## src/sv/jacf_pkg.sv

```systemverilog
// Shared types and constants for the joystick axis conditioner and framer.
package jacf_pkg;

    localparam int SAMPLE_W  = 12;
    localparam int DZ_W      = 8;
    localparam int BUTTON_W  = 4;
    localparam int CODE_W    = 5;
    localparam int VAL_W     = 9;
    localparam int CFG_W     = 12;
    localparam int CFG_IDX_W = 1;

    localparam logic [CFG_IDX_W-1:0] REG_CENTER_OFFSET = 1'b0;
    localparam logic [CFG_IDX_W-1:0] REG_DEAD_ZONE     = 1'b1;

    localparam logic [SAMPLE_W-1:0] CENTER_RESET    = 12'd1900;
    localparam logic [DZ_W-1:0]     DEAD_ZONE_RESET = 8'd50;

    localparam logic [CODE_W-1:0]   CODE_BUTTON_BASE = 5'd11;
    localparam logic [BUTTON_W-1:0] BUTTON_COUNT     = 4'd11;
    localparam logic [7:0]          FRAME_END        = 8'hFF;

    // conditioned item, one per transaction that produces a packet
    typedef struct packed {
        logic                     is_btn;
        logic                     axis;
        logic [CODE_W-1:0]        code;
        logic signed [VAL_W-1:0]  value;
    } t_cond_item;

endpackage

```

## src/sv/jacf_cond.sv

```systemverilog
// Sample conditioning: center, divide by 12, saturate, dead zone; button code mapping.
module jacf_cond (
    input  logic                           i_op,
    input  logic                           i_axis,
    input  logic [jacf_pkg::SAMPLE_W-1:0]  i_sample,
    input  logic [jacf_pkg::BUTTON_W-1:0]  i_button,
    input  logic                           i_pressed,
    input  logic [jacf_pkg::SAMPLE_W-1:0]  i_center,
    input  logic [jacf_pkg::DZ_W-1:0]      i_dead_zone,
    output logic                           o_keep,
    output jacf_pkg::t_cond_item           o_item
);
    import jacf_pkg::*;

    // x/3 == (x*683)>>11 exactly for x < 2048
    localparam logic [9:0] DIV3_MUL   = 10'd683;
    localparam int         DIV3_SHIFT = 11;

    logic signed [SAMPLE_W:0]  centered;
    logic                      neg;
    logic [SAMPLE_W:0]         centered_neg;
    logic [SAMPLE_W-1:0]       mag;
    logic [19:0]               prod;
    logic [VAL_W-1:0]          quot;
    logic [VAL_W-1:0]          sat;
    logic signed [VAL_W-1:0]   scaled;

    always_comb begin
        centered     = $signed({1'b0, i_sample}) - $signed({1'b0, i_center});
        neg          = centered[SAMPLE_W];
        centered_neg = -centered;
        mag          = neg ? centered_neg[SAMPLE_W-1:0] : centered[SAMPLE_W-1:0];
        // divide by 12 = drop two bits, then divide by 3
        prod = 20'(mag[SAMPLE_W-1:2]) * 20'(DIV3_MUL);
        quot = prod[DIV3_SHIFT +: VAL_W];
        if (neg) begin
            sat = (quot > 9'd256) ? 9'd256 : quot;
        end else begin
            sat = (quot > 9'd255) ? 9'd255 : quot;
        end
        if (sat <= {1'b0, i_dead_zone}) begin
            scaled = '0;
        end else if (neg) begin
            scaled = -$signed(sat);
        end else begin
            scaled = $signed(sat);
        end
    end

    always_comb begin
        o_item.is_btn = i_op;
        o_item.axis   = i_axis;
        if (i_op) begin
            o_item.code  = CODE_BUTTON_BASE + CODE_W'(i_button);
            o_item.value = $signed({{(VAL_W-1){1'b0}}, i_pressed});
            o_keep       = (i_button < BUTTON_COUNT);
        end else begin
            o_item.code  = CODE_W'(i_axis);
            o_item.value = scaled;
            o_keep       = 1'b1;
        end
    end

endmodule

```

## src/sv/jacf_window.sv

```systemverilog
// Per-axis ring of conditioned values with a running sum.
module jacf_window #(
    parameter int WINDOW_LEN = 5,
    parameter int SUM_W      = 12
) (
    input  logic                              i_clk,
    input  logic                              i_rst_n,
    input  logic                              i_en,
    input  logic                              i_axis,
    input  logic signed [jacf_pkg::VAL_W-1:0] i_value,
    output logic signed [SUM_W-1:0]           o_sum
);
    import jacf_pkg::*;

    localparam int POS_W = (WINDOW_LEN > 1) ? $clog2(WINDOW_LEN) : 1;
    localparam logic [POS_W-1:0] POS_LAST = POS_W'(WINDOW_LEN - 1);

    logic signed [VAL_W-1:0] r_store [2][WINDOW_LEN];
    logic signed [SUM_W-1:0] r_sum   [2];
    logic [POS_W-1:0]        r_pos   [2];

    logic [POS_W-1:0]        cur_pos;
    logic signed [VAL_W-1:0] old_val;
    logic [POS_W-1:0]        n_pos;

    always_comb begin
        cur_pos = r_pos[i_axis];
        old_val = r_store[i_axis][cur_pos];
        o_sum   = r_sum[i_axis] - SUM_W'(old_val) + SUM_W'(i_value);
        n_pos   = (cur_pos == POS_LAST) ? '0 : cur_pos + 1'b1;
    end

    always_ff @(posedge i_clk) begin
        if (!i_rst_n) begin
            for (int a = 0; a < 2; a++) begin
                r_sum[a] <= '0;
                r_pos[a] <= '0;
                for (int i = 0; i < WINDOW_LEN; i++) begin
                    r_store[a][i] <= '0;
                end
            end
        end else if (i_en) begin
            r_store[i_axis][cur_pos] <= i_value;
            r_sum[i_axis]            <= o_sum;
            r_pos[i_axis]            <= n_pos;
        end
    end

endmodule

```

## src/sv/jacf_framer.sv

```systemverilog
// Window average (divide by constant) into the result register, then four-byte packet output.
module jacf_framer #(
    parameter int WINDOW_LEN = 5,
    parameter int SUM_W      = 12
) (
    input  logic                             i_clk,
    input  logic                             i_rst_n,
    input  logic                             i_valid,
    output logic                             o_ready,
    input  logic [jacf_pkg::CODE_W-1:0]      i_code,
    input  logic                             i_is_btn,
    input  logic signed [SUM_W-1:0]          i_sum,
    output logic                             m_axis_tvalid,
    input  logic                             m_axis_tready,
    output logic [7:0]                       m_axis_tdata,
    output logic                             m_axis_tlast
);
    import jacf_pkg::*;

    // reciprocal multiply: exact floor(x/WINDOW_LEN) for x < 2**SUM_W
    localparam int L_BITS  = $clog2(WINDOW_LEN);
    localparam int SHIFT   = SUM_W + L_BITS;
    localparam int RECIP   = ((1 << SHIFT) + WINDOW_LEN - 1) / WINDOW_LEN;
    localparam int RECIP_W = SUM_W + 1;
    localparam int PROD_W  = SUM_W + RECIP_W;

    localparam logic [1:0] BEAT_CODE = 2'd0;
    localparam logic [1:0] BEAT_LOW  = 2'd1;
    localparam logic [1:0] BEAT_HIGH = 2'd2;
    localparam logic [1:0] BEAT_END  = 2'd3;

    logic [RECIP_W-1:0]      recip;
    logic                    neg;
    logic [SUM_W-1:0]        sum_neg;
    logic [SUM_W-1:0]        mag;
    logic [PROD_W-1:0]       prod;
    logic [VAL_W-1:0]        quot;
    logic signed [VAL_W-1:0] n_value;

    logic                    r_valid;
    logic [1:0]              r_beat;
    logic [CODE_W-1:0]       r_code;
    logic signed [VAL_W-1:0] r_value;

    always_comb begin
        recip   = RECIP_W'(RECIP);
        neg     = i_sum[SUM_W-1];
        sum_neg = -i_sum;
        mag     = neg ? sum_neg : i_sum;
        prod    = PROD_W'(mag) * PROD_W'(recip);
        quot    = prod[SHIFT +: VAL_W];
        if (i_is_btn) begin
            n_value = i_sum[VAL_W-1:0];
        end else if (neg) begin
            n_value = -$signed(quot);
        end else begin
            n_value = $signed(quot);
        end
    end

    assign o_ready = !r_valid || (m_axis_tready && r_beat == BEAT_END);

    always_ff @(posedge i_clk) begin
        if (!i_rst_n) begin
            r_valid <= 1'b0;
            r_beat  <= BEAT_CODE;
        end else if (o_ready) begin
            r_valid <= i_valid;
            r_beat  <= BEAT_CODE;
        end else if (m_axis_tready) begin
            r_beat  <= r_beat + 2'd1;
        end
    end

    always_ff @(posedge i_clk) begin
        if (o_ready && i_valid) begin
            r_code  <= i_code;
            r_value <= n_value;
        end
    end

    always_comb begin
        case (r_beat)
            BEAT_CODE: m_axis_tdata = 8'(r_code);
            BEAT_LOW:  m_axis_tdata = r_value[7:0];
            BEAT_HIGH: m_axis_tdata = {8{r_value[VAL_W-1]}};
            BEAT_END:  m_axis_tdata = FRAME_END;
            default:   m_axis_tdata = FRAME_END;
        endcase
    end

    assign m_axis_tvalid = r_valid;
    assign m_axis_tlast  = (r_beat == BEAT_END);

endmodule

```

## src/sv/joystick_axis_conditioner_framer_unit.sv

```systemverilog
// Top level: joystick axis conditioner and packet framer.
// Each input transaction is either a joystick sample (tuser = 0) or a button edge
// (tuser = 1). A sample is centered by center_offset, divided by 12 toward zero,
// saturated to -256..255, zeroed inside +/-dead_zone_half, pushed into its axis's
// ring of WINDOW_LEN entries, and reported as the ring sum divided by WINDOW_LEN
// (toward zero). A button edge reports code 11+index with value 1 on press, 0 on
// release; indexes above 10 are dropped and give no output. Every reported item
// is a four-byte packet on the master side: code, value low byte, value high byte
// (sign fill), 0xFF with tlast. The item rate is set by the byte-wide master
// port; the slave side keeps accepting while a packet drains, until the input,
// conditioning and window sum registers are full. From input acceptance to the
// code byte, an item passes the input register, conditioning register, window
// sum register, then the result register that the packet is read from. Config
// writes (index 0 center_offset, index 1 dead_zone_half) are registered and are
// expected only while idle. Windows are cleared by reset.
module joystick_axis_conditioner_framer_unit #(
    parameter int WINDOW_LEN = 5
) (
    input  logic                             i_clk,
    input  logic                             i_rst_n,
    // config write port
    input  logic                             i_cfg_we,
    input  logic [jacf_pkg::CFG_IDX_W-1:0]   i_cfg_index,
    input  logic [jacf_pkg::CFG_W-1:0]       i_cfg_data,
    // slave side
    input  logic                             s_axis_tvalid,
    output logic                             s_axis_tready,
    // tdata: [0] axis, [12:1] sample, [16:13] button, [17] pressed, [23:18] zero
    input  logic [23:0]                      s_axis_tdata,
    // tuser: [0] op (0 sample, 1 button edge)
    input  logic                             s_axis_tuser,
    // master side
    output logic                             m_axis_tvalid,
    input  logic                             m_axis_tready,
    // tdata: [7:0] frame_byte
    output logic [7:0]                       m_axis_tdata,
    output logic                             m_axis_tlast
);
    import jacf_pkg::*;

    localparam int SUM_W = VAL_W + $clog2(WINDOW_LEN);

    // config registers
    logic [SAMPLE_W-1:0]  r_center;
    logic [DZ_W-1:0]      r_dead_zone;

    // stage A: input register
    logic                 r_a_valid;
    logic                 r_a_op;
    logic                 r_a_axis;
    logic [SAMPLE_W-1:0]  r_a_sample;
    logic [BUTTON_W-1:0]  r_a_button;
    logic                 r_a_pressed;

    // stage B: conditioned item
    logic                 r_b_valid;
    t_cond_item           r_b_item;

    // stage C: window sum
    logic                 r_c_valid;
    logic [CODE_W-1:0]    r_c_code;
    logic                 r_c_is_btn;
    logic signed [SUM_W-1:0] r_c_sum;

    logic                 a_ready;
    logic                 b_ready;
    logic                 c_ready;
    logic                 cond_keep;
    t_cond_item           cond_item;
    logic                 win_en;
    logic signed [SUM_W-1:0] win_sum;
    logic signed [SUM_W-1:0] n_c_sum;

    always_ff @(posedge i_clk) begin
        if (!i_rst_n) begin
            r_center    <= CENTER_RESET;
            r_dead_zone <= DEAD_ZONE_RESET;
        end else if (i_cfg_we) begin
            case (i_cfg_index)
                REG_CENTER_OFFSET: r_center    <= i_cfg_data;
                REG_DEAD_ZONE:     r_dead_zone <= i_cfg_data[DZ_W-1:0];
                default:           ;
            endcase
        end
    end

    // ready chain, back from the result register
    assign b_ready       = !r_b_valid || c_ready;
    assign a_ready       = !r_a_valid || b_ready;
    assign s_axis_tready = a_ready;

    always_ff @(posedge i_clk) begin
        if (!i_rst_n) begin
            r_a_valid <= 1'b0;
            r_b_valid <= 1'b0;
            r_c_valid <= 1'b0;
        end else begin
            if (a_ready) begin
                r_a_valid <= s_axis_tvalid;
            end
            if (b_ready) begin
                // out-of-range button edges vanish here
                r_b_valid <= r_a_valid && cond_keep;
            end
            if (c_ready) begin
                r_c_valid <= r_b_valid;
            end
        end
    end

    always_ff @(posedge i_clk) begin
        if (a_ready && s_axis_tvalid) begin
            r_a_op      <= s_axis_tuser;
            r_a_axis    <= s_axis_tdata[0];
            r_a_sample  <= s_axis_tdata[12:1];
            r_a_button  <= s_axis_tdata[16:13];
            r_a_pressed <= s_axis_tdata[17];
        end
        if (b_ready && r_a_valid) begin
            r_b_item <= cond_item;
        end
        if (c_ready && r_b_valid) begin
            r_c_code   <= r_b_item.code;
            r_c_is_btn <= r_b_item.is_btn;
            r_c_sum    <= n_c_sum;
        end
    end

    jacf_cond u_cond (
        .i_op        (r_a_op),
        .i_axis      (r_a_axis),
        .i_sample    (r_a_sample),
        .i_button    (r_a_button),
        .i_pressed   (r_a_pressed),
        .i_center    (r_center),
        .i_dead_zone (r_dead_zone),
        .o_keep      (cond_keep),
        .o_item      (cond_item)
    );

    // ring update happens as a sample moves from B to C
    assign win_en = r_b_valid && c_ready && !r_b_item.is_btn;

    jacf_window #(
        .WINDOW_LEN (WINDOW_LEN),
        .SUM_W      (SUM_W)
    ) u_window (
        .i_clk   (i_clk),
        .i_rst_n (i_rst_n),
        .i_en    (win_en),
        .i_axis  (r_b_item.axis),
        .i_value (r_b_item.value),
        .o_sum   (win_sum)
    );

    // button value rides in the sum field and bypasses the divide
    assign n_c_sum = r_b_item.is_btn ? SUM_W'(r_b_item.value) : win_sum;

    jacf_framer #(
        .WINDOW_LEN (WINDOW_LEN),
        .SUM_W      (SUM_W)
    ) u_framer (
        .i_clk         (i_clk),
        .i_rst_n       (i_rst_n),
        .i_valid       (r_c_valid),
        .o_ready       (c_ready),
        .i_code        (r_c_code),
        .i_is_btn      (r_c_is_btn),
        .i_sum         (r_c_sum),
        .m_axis_tvalid (m_axis_tvalid),
        .m_axis_tready (m_axis_tready),
        .m_axis_tdata  (m_axis_tdata),
        .m_axis_tlast  (m_axis_tlast)
    );

    // closing byte of every packet is the frame marker
    a_end_byte: assert property (@(posedge i_clk) disable iff (!i_rst_n)
        (m_axis_tvalid && m_axis_tlast) |-> (m_axis_tdata == FRAME_END))
        else $error("packet end byte is not the frame marker");

    // a packet never breaks off before its last byte
    a_no_gap: assert property (@(posedge i_clk) disable iff (!i_rst_n)
        (m_axis_tvalid && m_axis_tready && !m_axis_tlast) |=> m_axis_tvalid)
        else $error("packet interrupted before tlast");

    // stalled window sum stage holds its result
    a_c_hold: assert property (@(posedge i_clk) disable iff (!i_rst_n)
        (r_c_valid && !c_ready) |=> (r_c_valid && $stable(r_c_sum)))
        else $error("sum stage lost or changed a stalled item");

    // out-of-range button never reaches the conditioned stage
    a_drop: assert property (@(posedge i_clk) disable iff (!i_rst_n)
        (r_a_valid && b_ready && r_a_op && (r_a_button >= BUTTON_COUNT)) |=> !r_b_valid)
        else $error("invalid button index passed conditioning");

endmodule
```

## config.mk

```make
export PLATFORM = sky130hd
export DESIGN_NAME = joystick_axis_conditioner_framer_unit
export DESIGN_NICKNAME = d
export VERILOG_FILES = /design/src/sv/jacf_pkg.sv /design/src/sv/jacf_cond.sv /design/src/sv/jacf_window.sv /design/src/sv/jacf_framer.sv /design/src/sv/joystick_axis_conditioner_framer_unit.sv
export SDC_FILE = /design/constraint.sdc
export NUM_CORES = 1
export LEC_CHECK = 0
export CAP_MARGIN = 0
export CELL_PAD_IN_SITES_DETAIL_PLACEMENT = 1
export CELL_PAD_IN_SITES_GLOBAL_PLACEMENT = 2
export CORE_UTILIZATION = 40
export CTS_CLUSTER_DIAMETER = 40
export DETAILED_ROUTE_END_ITERATION = 16
export DONT_BUFFER_PORTS = 1
export PLACE_DENSITY_LB_ADDON = 0.1
export SETUP_SLACK_MARGIN = 0.15
export SYNTH_ARGS = -nofsm -noshare
export SYNTH_HDL_FRONTEND = slang
export SYNTH_SLANG_ARGS = --single-unit
```

## constraint.sdc

```tcl
create_clock -name i_clk -period 12.1 [get_ports i_clk]
set_input_delay 0.605 -clock i_clk [delete_from_list [all_inputs] [get_ports i_clk]]
set_output_delay 0.605 -clock i_clk [all_outputs]
set_load 0.005 [all_outputs]
```

# == Word level (Yosys, flattened, before mapping) ==
# Memory sizes are Yosys's and may differ from the RTL's. A register that Yosys moved wholly into a read port is not among the register bits.
# Index checks and enable logic that the tools add are counted.
# op_classes
n_reduce_logical,23
n_eq_ne,4
shifts,0
order_cmp,6
n_mul,2
n_div,0
muxes,36
bitwise_logic,3
n_addsub,10
# op_table
cell,n
2-to-1 mux 45 bit,3
2-to-1 mux 9 bit,10
2-to-1 mux 12 bit,4
OR reduction 45 bit,1
case mux 8 bit (4 select lines),1
binary-select mux 9 bit (select 3 bit),1
demux 9 bit (select 3 bit),1
negator 12 bit,2
multiplier 12 x 12 -> 23 bit (second input constant),1
multiplier 10 x 10 -> 20 bit (second input constant),1
negator 9 bit,2
2-to-1 mux 1 bit,13
subtractor 12 x 12 -> 13 bit,1
adder 12 x 9 -> 12 bit,1
OR reduction 12 bit,1
subtractor 12 x 9 -> 12 bit,1
2-to-1 mux 10 bit,1
> comparator 9 x 8 -> 1 bit (second input constant),1
> comparator 9 bit (second input constant),1
<= comparator 9 x 8 -> 1 bit,1
logical AND 1 bit,8
2-to-1 mux 3 bit,2
adder 4 x 4 -> 5 bit (first input constant),1
equality test 2 bit (second input constant),2
other kinds (15),23
# totals
latchBits,0
input_bits,43
ram_bits,120
romBits,0
reg_bits,93
mem_count,3
wordCells,110
# mem_list
memory,words,word_bits,read_ports,rd_clocked_by_memory_dff,wr,line_no,rtl
u_window.r_store,2,45,1,1,2,jacf_window.sv:18,logic signed [VAL_W-1:0] r_store [2][WINDOW_LEN];
u_window.r_sum,2,12,1,1,2,jacf_window.sv:19,logic signed [SUM_W-1:0] r_sum [2];
u_window.r_pos,2,3,1,1,2,jacf_window.sv:20,logic [POS_W-1:0] r_pos [2];

# == Longest topological paths before layout ==
# logic_depth
depth_word,11
mapped_depth,47

# == Cells and area by module ==
# Synthesis repeated with hierarchy kept, for this count alone.
# hier_totals
cells_unflattened,1646
hier_area_um2,16901.2
# modules_own_cells
module,area_each_um2,n_inst,cells_per_inst
jacf_window,6309.8,1,515
jacf_cond,4031.4,1,534
jacf_framer,3895.0,1,423
joystick_axis_conditioner_framer_unit,2665.1,1,174

# == Worst setup path before layout ==
# No wires, ideal clock.
# synth_timing
path_type,reg2reg
startpoint,reg r_a_sample[0]
endpoint,"reg r_b_item[8] (netlist name), data pin"
n_path_buf,2
setup_time_ps,271
path_stages_with_launch,45
synth_period_minus_slack_ps,9101
setup_slack_ps,2999
arrival_time_ps,8830
cell_sequence,edfxtp_1 -> inv_1 -> ha_1 -> fa_1 -> xnor2_1 -> or2_2 -> nor3_1 -> nand2b_1 -> or3_1 -> o21ai_0 -> xnor2_1 -> ha_1 -> ha_1 -> fa_1 -> fa_1 -> inv_1 -> fa_1 -> inv_1 -> [... 9 more ...] -> xnor3_2 -> buf_6 -> buf_2 -> o21a_1 -> inv_1 -> ha_1 -> nor2b_1 -> o21ai_0 -> nand2b_1 -> a21oi_1 -> nor2b_1 -> o21ai_0 -> nand2b_1 -> a21oi_1 -> nor2b_1 -> o22ai_1 -> a21o_1 -> nor4_1
# synth_between
elab_chain_len,9
# synth_lines
element,line_no,rtl
"start, declared",joystick_axis_conditioner_framer_unit.sv:51,logic [SAMPLE_W-1:0] r_a_sample;
"start signal, assigned",joystick_axis_conditioner_framer_unit.sv:115,r_a_sample <= s_axis_tdata[12:1];
subtractor 12 x 12 -> 13 bit (*),jacf_cond.sv:29,"centered = $signed({1'b0, i_sample}) - $signed({1'b0, i_center});"
negator 12 bit,jacf_cond.sv:31,centered_neg = -centered;
2-to-1 mux 12 bit,jacf_cond.sv:32,mag = neg ? centered_neg[SAMPLE_W-1:0] : centered[SAMPLE_W-1:0];
multiplier 10 x 10 -> 20 bit,jacf_cond.sv:34,prod = 20'(mag[SAMPLE_W-1:2]) * 20'(DIV3_MUL);
> comparator 9 x 8 -> 1 bit / > comparator 9 bit (equally long branches),"jacf_cond.sv:39, jacf_cond.sv:37",
2-to-1 mux 9 bit (on tied branches),"jacf_cond.sv:39, jacf_cond.sv:37",
2-to-1 mux 9 bit,jacf_cond.sv:36,if (neg) begin
negator 9 bit / <= comparator 9 x 8 -> 1 bit (equally long branches),"jacf_cond.sv:44, jacf_cond.sv:41",
2-to-1 mux 9 bit / OR reduction 2 bit (equally long branches),--,
"end signal, assigned",joystick_axis_conditioner_framer_unit.sv:120,r_b_item <= cond_item;
"end, declared",joystick_axis_conditioner_framer_unit.sv:57,t_cond_item r_b_item;
# Every way passes the cells marked *; elsewhere a longest branch is shown, timed or not.
# A chain may end at the register's enable or synchronous reset.

# == Worst setup path in the final report ==
# layout_timing
startpoint,reg r_a_sample[0]
endpoint,"reg r_b_item[6] (netlist name), data pin"
# Same word-level chain as after synthesis.

==> metrics.md <==
| Metric | Value |
|---|---|
| Status | `complete, no violations` |
| Slowest stage delay, CP | `720 ps` |
| Final hold viol count | `0` |
| First-pass GRT wire length | `62000 um` |
| Synth top cells by count | `edfxtp_1, ha_1, inv_1, nand2_1, nor2_1` |
| Worst Path Arrival | `10820 ps` |
| Largest net degree at the start of global routing | `40` |
| Clk buf depth | `3` |
| Residual DRC | `0` |
| Synth unique cells | `78` |
| H-tree Lvls | `2` |
| Share of layout cells above drive strength 1 | `7.53%` |
| Syn Inst Count | `roughly 1500` |
| Wire length per cell | `19.0 um` |
| Ys Warns | `0` |
| Die extent in x | `roughly 200 um` |
| DRT antenna net count | `0` |
| Reg clk slew, reported paths | `50 ps` |
| CTS Hold Bufs | `0` |
| Asr flop ratio synth | `0%` |
| Simple-Gate Fraction of Synth Area | `12.0%` |
| Skew final | `24.2 ps` |
| Clk root buf | `clkbuf_16` |
| DIE HEIGHT | `199 um` |
| Crit-path max FO | `25` |
| Synth Area in XOR/XNOR | `~4.3%` |
| Sequential cell area fraction in the yosys report | `roughly two fifths` |
| Site Rows | `71` |
| TritonRoute pass-1 iters | `4` |
| Via Count | `approximately 11000` |
| CTS Buf Count | `36` |
| Fmax achieved | `between 90 and 100 MHz` |
| Avg Vias per Cell | `5.29` |
| # IOs | `54` |
| I/O Buffers | `0` |
| Sink Count | `214` |
| Antenna violations before repair | `1` |
| Synth Area in Adders | `23.9%` |
| Area grow syn2layout | `11.3%` |
| Slowest CP cell | `o31ai_2` |
| Number of synthesized flops with an enable pin | `roughly 190` |
| Mux contribution to synthesized area | `under 10%` |
| Clock latency on the worst-skew pair | `540 ps` |
| Syn_nets | `1766` |
| Post-cts sizing count | `0` |
| Drt total wl | `approximately 38000 um` |
| Mapped cell area | `15600 sq um` |
| Setup crit end kind | `flop` |
| Tmin final | `10610 ps` |
| Dominant cells by area after synthesis | `edfxtp_1, ha_1, fa_1` |
| Req. time, crit path | `12310 ps` |
| GP Congestion | `0.793` |
| Die ar. | `39800 sq um` |
| HP Class | `input port to flop` |
| RSZ-0062 raised after global routing | `no` |
| Slew Limit Headroom | `26.3%` |
| CTS tree | `done` |
| Vias in the first global route | `about 11000` |
| Total track usage | `roughly 20%` |
| Largest family of logic cells by synthesized area | `adder cells` |
| Cell mode on critical path | `o21ai_0` |
| Final setup vio count | `0` |
| Nets | `around 1800` |
| Core Footprint | `38000 sq um` |
| 1st-iter DRT viols | `359` |
| Initial Utilization | `41.0%` |
| Average size of a mapped cell | `10.6 sq um` |
| Startpoint Class | `flop` |
| Final Slew Violations | `0` |
| Setup CP Type | `flop to flop` |
| Synth area leader | `edfxtp_1` |
| Top FF cell, synth | `edfxtp_1` |
| Max Cap Violations | `0` |
| Post-DP HPWL | `29400 um` |
| Post-synthesis register bit count | `around 210` |
| Least-Margin Pin Slew | `1100 ps` |
| Setup TNS | `0 ps` |
| Area fraction in compound gates after synthesis | `between 10% and 20%` |
| Period Utilization, post-route | `87.6%` |
| Share of the synthesized area in the top cell type | `36.0%` |
| # Post-CTS Setup Buffers | `0` |
| Grt total ovfl | `0` |
[through the flow]
| stage | utilization (%) | instance area, sq um | hold WS, ps | setup WS, ps | cells |
|---|---|---|---|---|---|
| floorplan | - | 15600 | 400 | 3000 | 1467 |
| global route | 45.6 | 17300 | 134 | 531 | 2012 |
| finish | 45.6 | 17400 | 159 | 1490 | 2013 |
| detailed placement | 42.5 | 16200 | 410 | 1440 | 1946 |
| global placement | 42.5 | 16200 | 405 | 1630 | 1946 |
| CTS | 45.6 | 17300 | 129 | 1430 | 2012 |
[sequential cells by signal, summed over array words and instances, names as in the netlist, 2 cells and up, named ones only]
name              count
u_framer.r_code       5
u_window.r_sum       24
u_window.r_pos        6
r_center             12
r_c_sum              12
r_dead_zone           8
u_framer.r_beat       2
r_a_button            4
u_window.r_store     90
u_framer.r_value      9
r_c_code              5
r_a_sample           12
r_b_item             16
[worst paths after layout]
check / from / end / slack [ps] / cells past startpoint
hold / removal: s_axis_tdata[1] / r_a_sample[0] / 160 / 0
setup / recovery: r_a_sample[0] / r_b_item[6] / 1490 / 42
hold reg to reg: r_b_item[12] / r_c_code[3] / 420 / 0
setup reg to reg: r_a_sample[0] / r_b_item[6] / 1490 / 42
[layer usage]
layer,global-route usage (%),up-vias,wire (um)
met3,3.19,46,1090
met5,0,-,0
met4,4.92,0,574
met1,25.9,5233,17800
met2,35.6,116,18800
li1,-,5259,-
[cells by family (layout without fill, tap and decap cells)]
family          count (synthesis)  after routing
fa+ha+maj                     256            256
xor+xnor                       75             75
flops                         214            214
mux                            52             52
simple gates                  389            389
other cells                     0              1
buf+inv                       204            238
compound gates                277            277
[layout make-up]
| cell class | count | area [sq um] |
|---|---|---|
| repair buffers | 18 | 135 |
| clock inverters | 24 | 245 |
| flip-flops and latches | 214 | 6160 |
| inverters | 154 | 578 |
| multi-input cells | 1049 | 8660 |
| diodes | 1 | 2.50 |
| fillers | 4212 | 20700 |
| clock buffers | 42 | 933 |
| well taps | 511 | 639 |
[worst max-delay path, delay by kind of cell (launching register included)]
family | cells | cell delay, ps
flip-flops | 1 | 360
AND/OR/NAND/NOR | 8 | 820
AO/OA/AOI/OAI | 19 | 4540
adder cells (fa/ha/maj) | 9 | 3280
buffers and inverters | 4 | 220
XOR/XNOR | 2 | 1020
[cell usage in the layout (no fill, tap or decap), drive strengths merged, types with 5 or more instances in the layout]
| master | count |
|---|---|
| nor4 | 30 |
| a22oi | 13 |
| nand2 | 116 |
| or2 | 6 |
| o211ai | 23 |
| a21o | 13 |
| fa | 69 |
| o31ai | 8 |
| o22ai | 7 |
| o21ai | 70 |
| xor2 | 18 |
| nand3 | 14 |
| nor3 | 33 |
| nor2b | 21 |
| a211oi | 10 |
| or3 | 6 |
| clkinv | 20 |
| o221ai | 6 |
| and2 | 31 |
| buf | 18 |
| edfxtp | 187 |
| nor2 | 93 |
| mux2i | 36 |
| ha | 187 |
| nand2b | 19 |
| xnor2 | 56 |
| nand4 | 6 |
| dfxtp | 27 |
| a21oi | 59 |
| mux2 | 16 |
| o21bai | 5 |
| a21boi | 13 |
| inv | 152 |
| clkbuf | 42 |
| o21a | 13 |
Power is not shown: default switching activity piles up to over one toggle a cycle in this logic, so the estimate is an artifact.
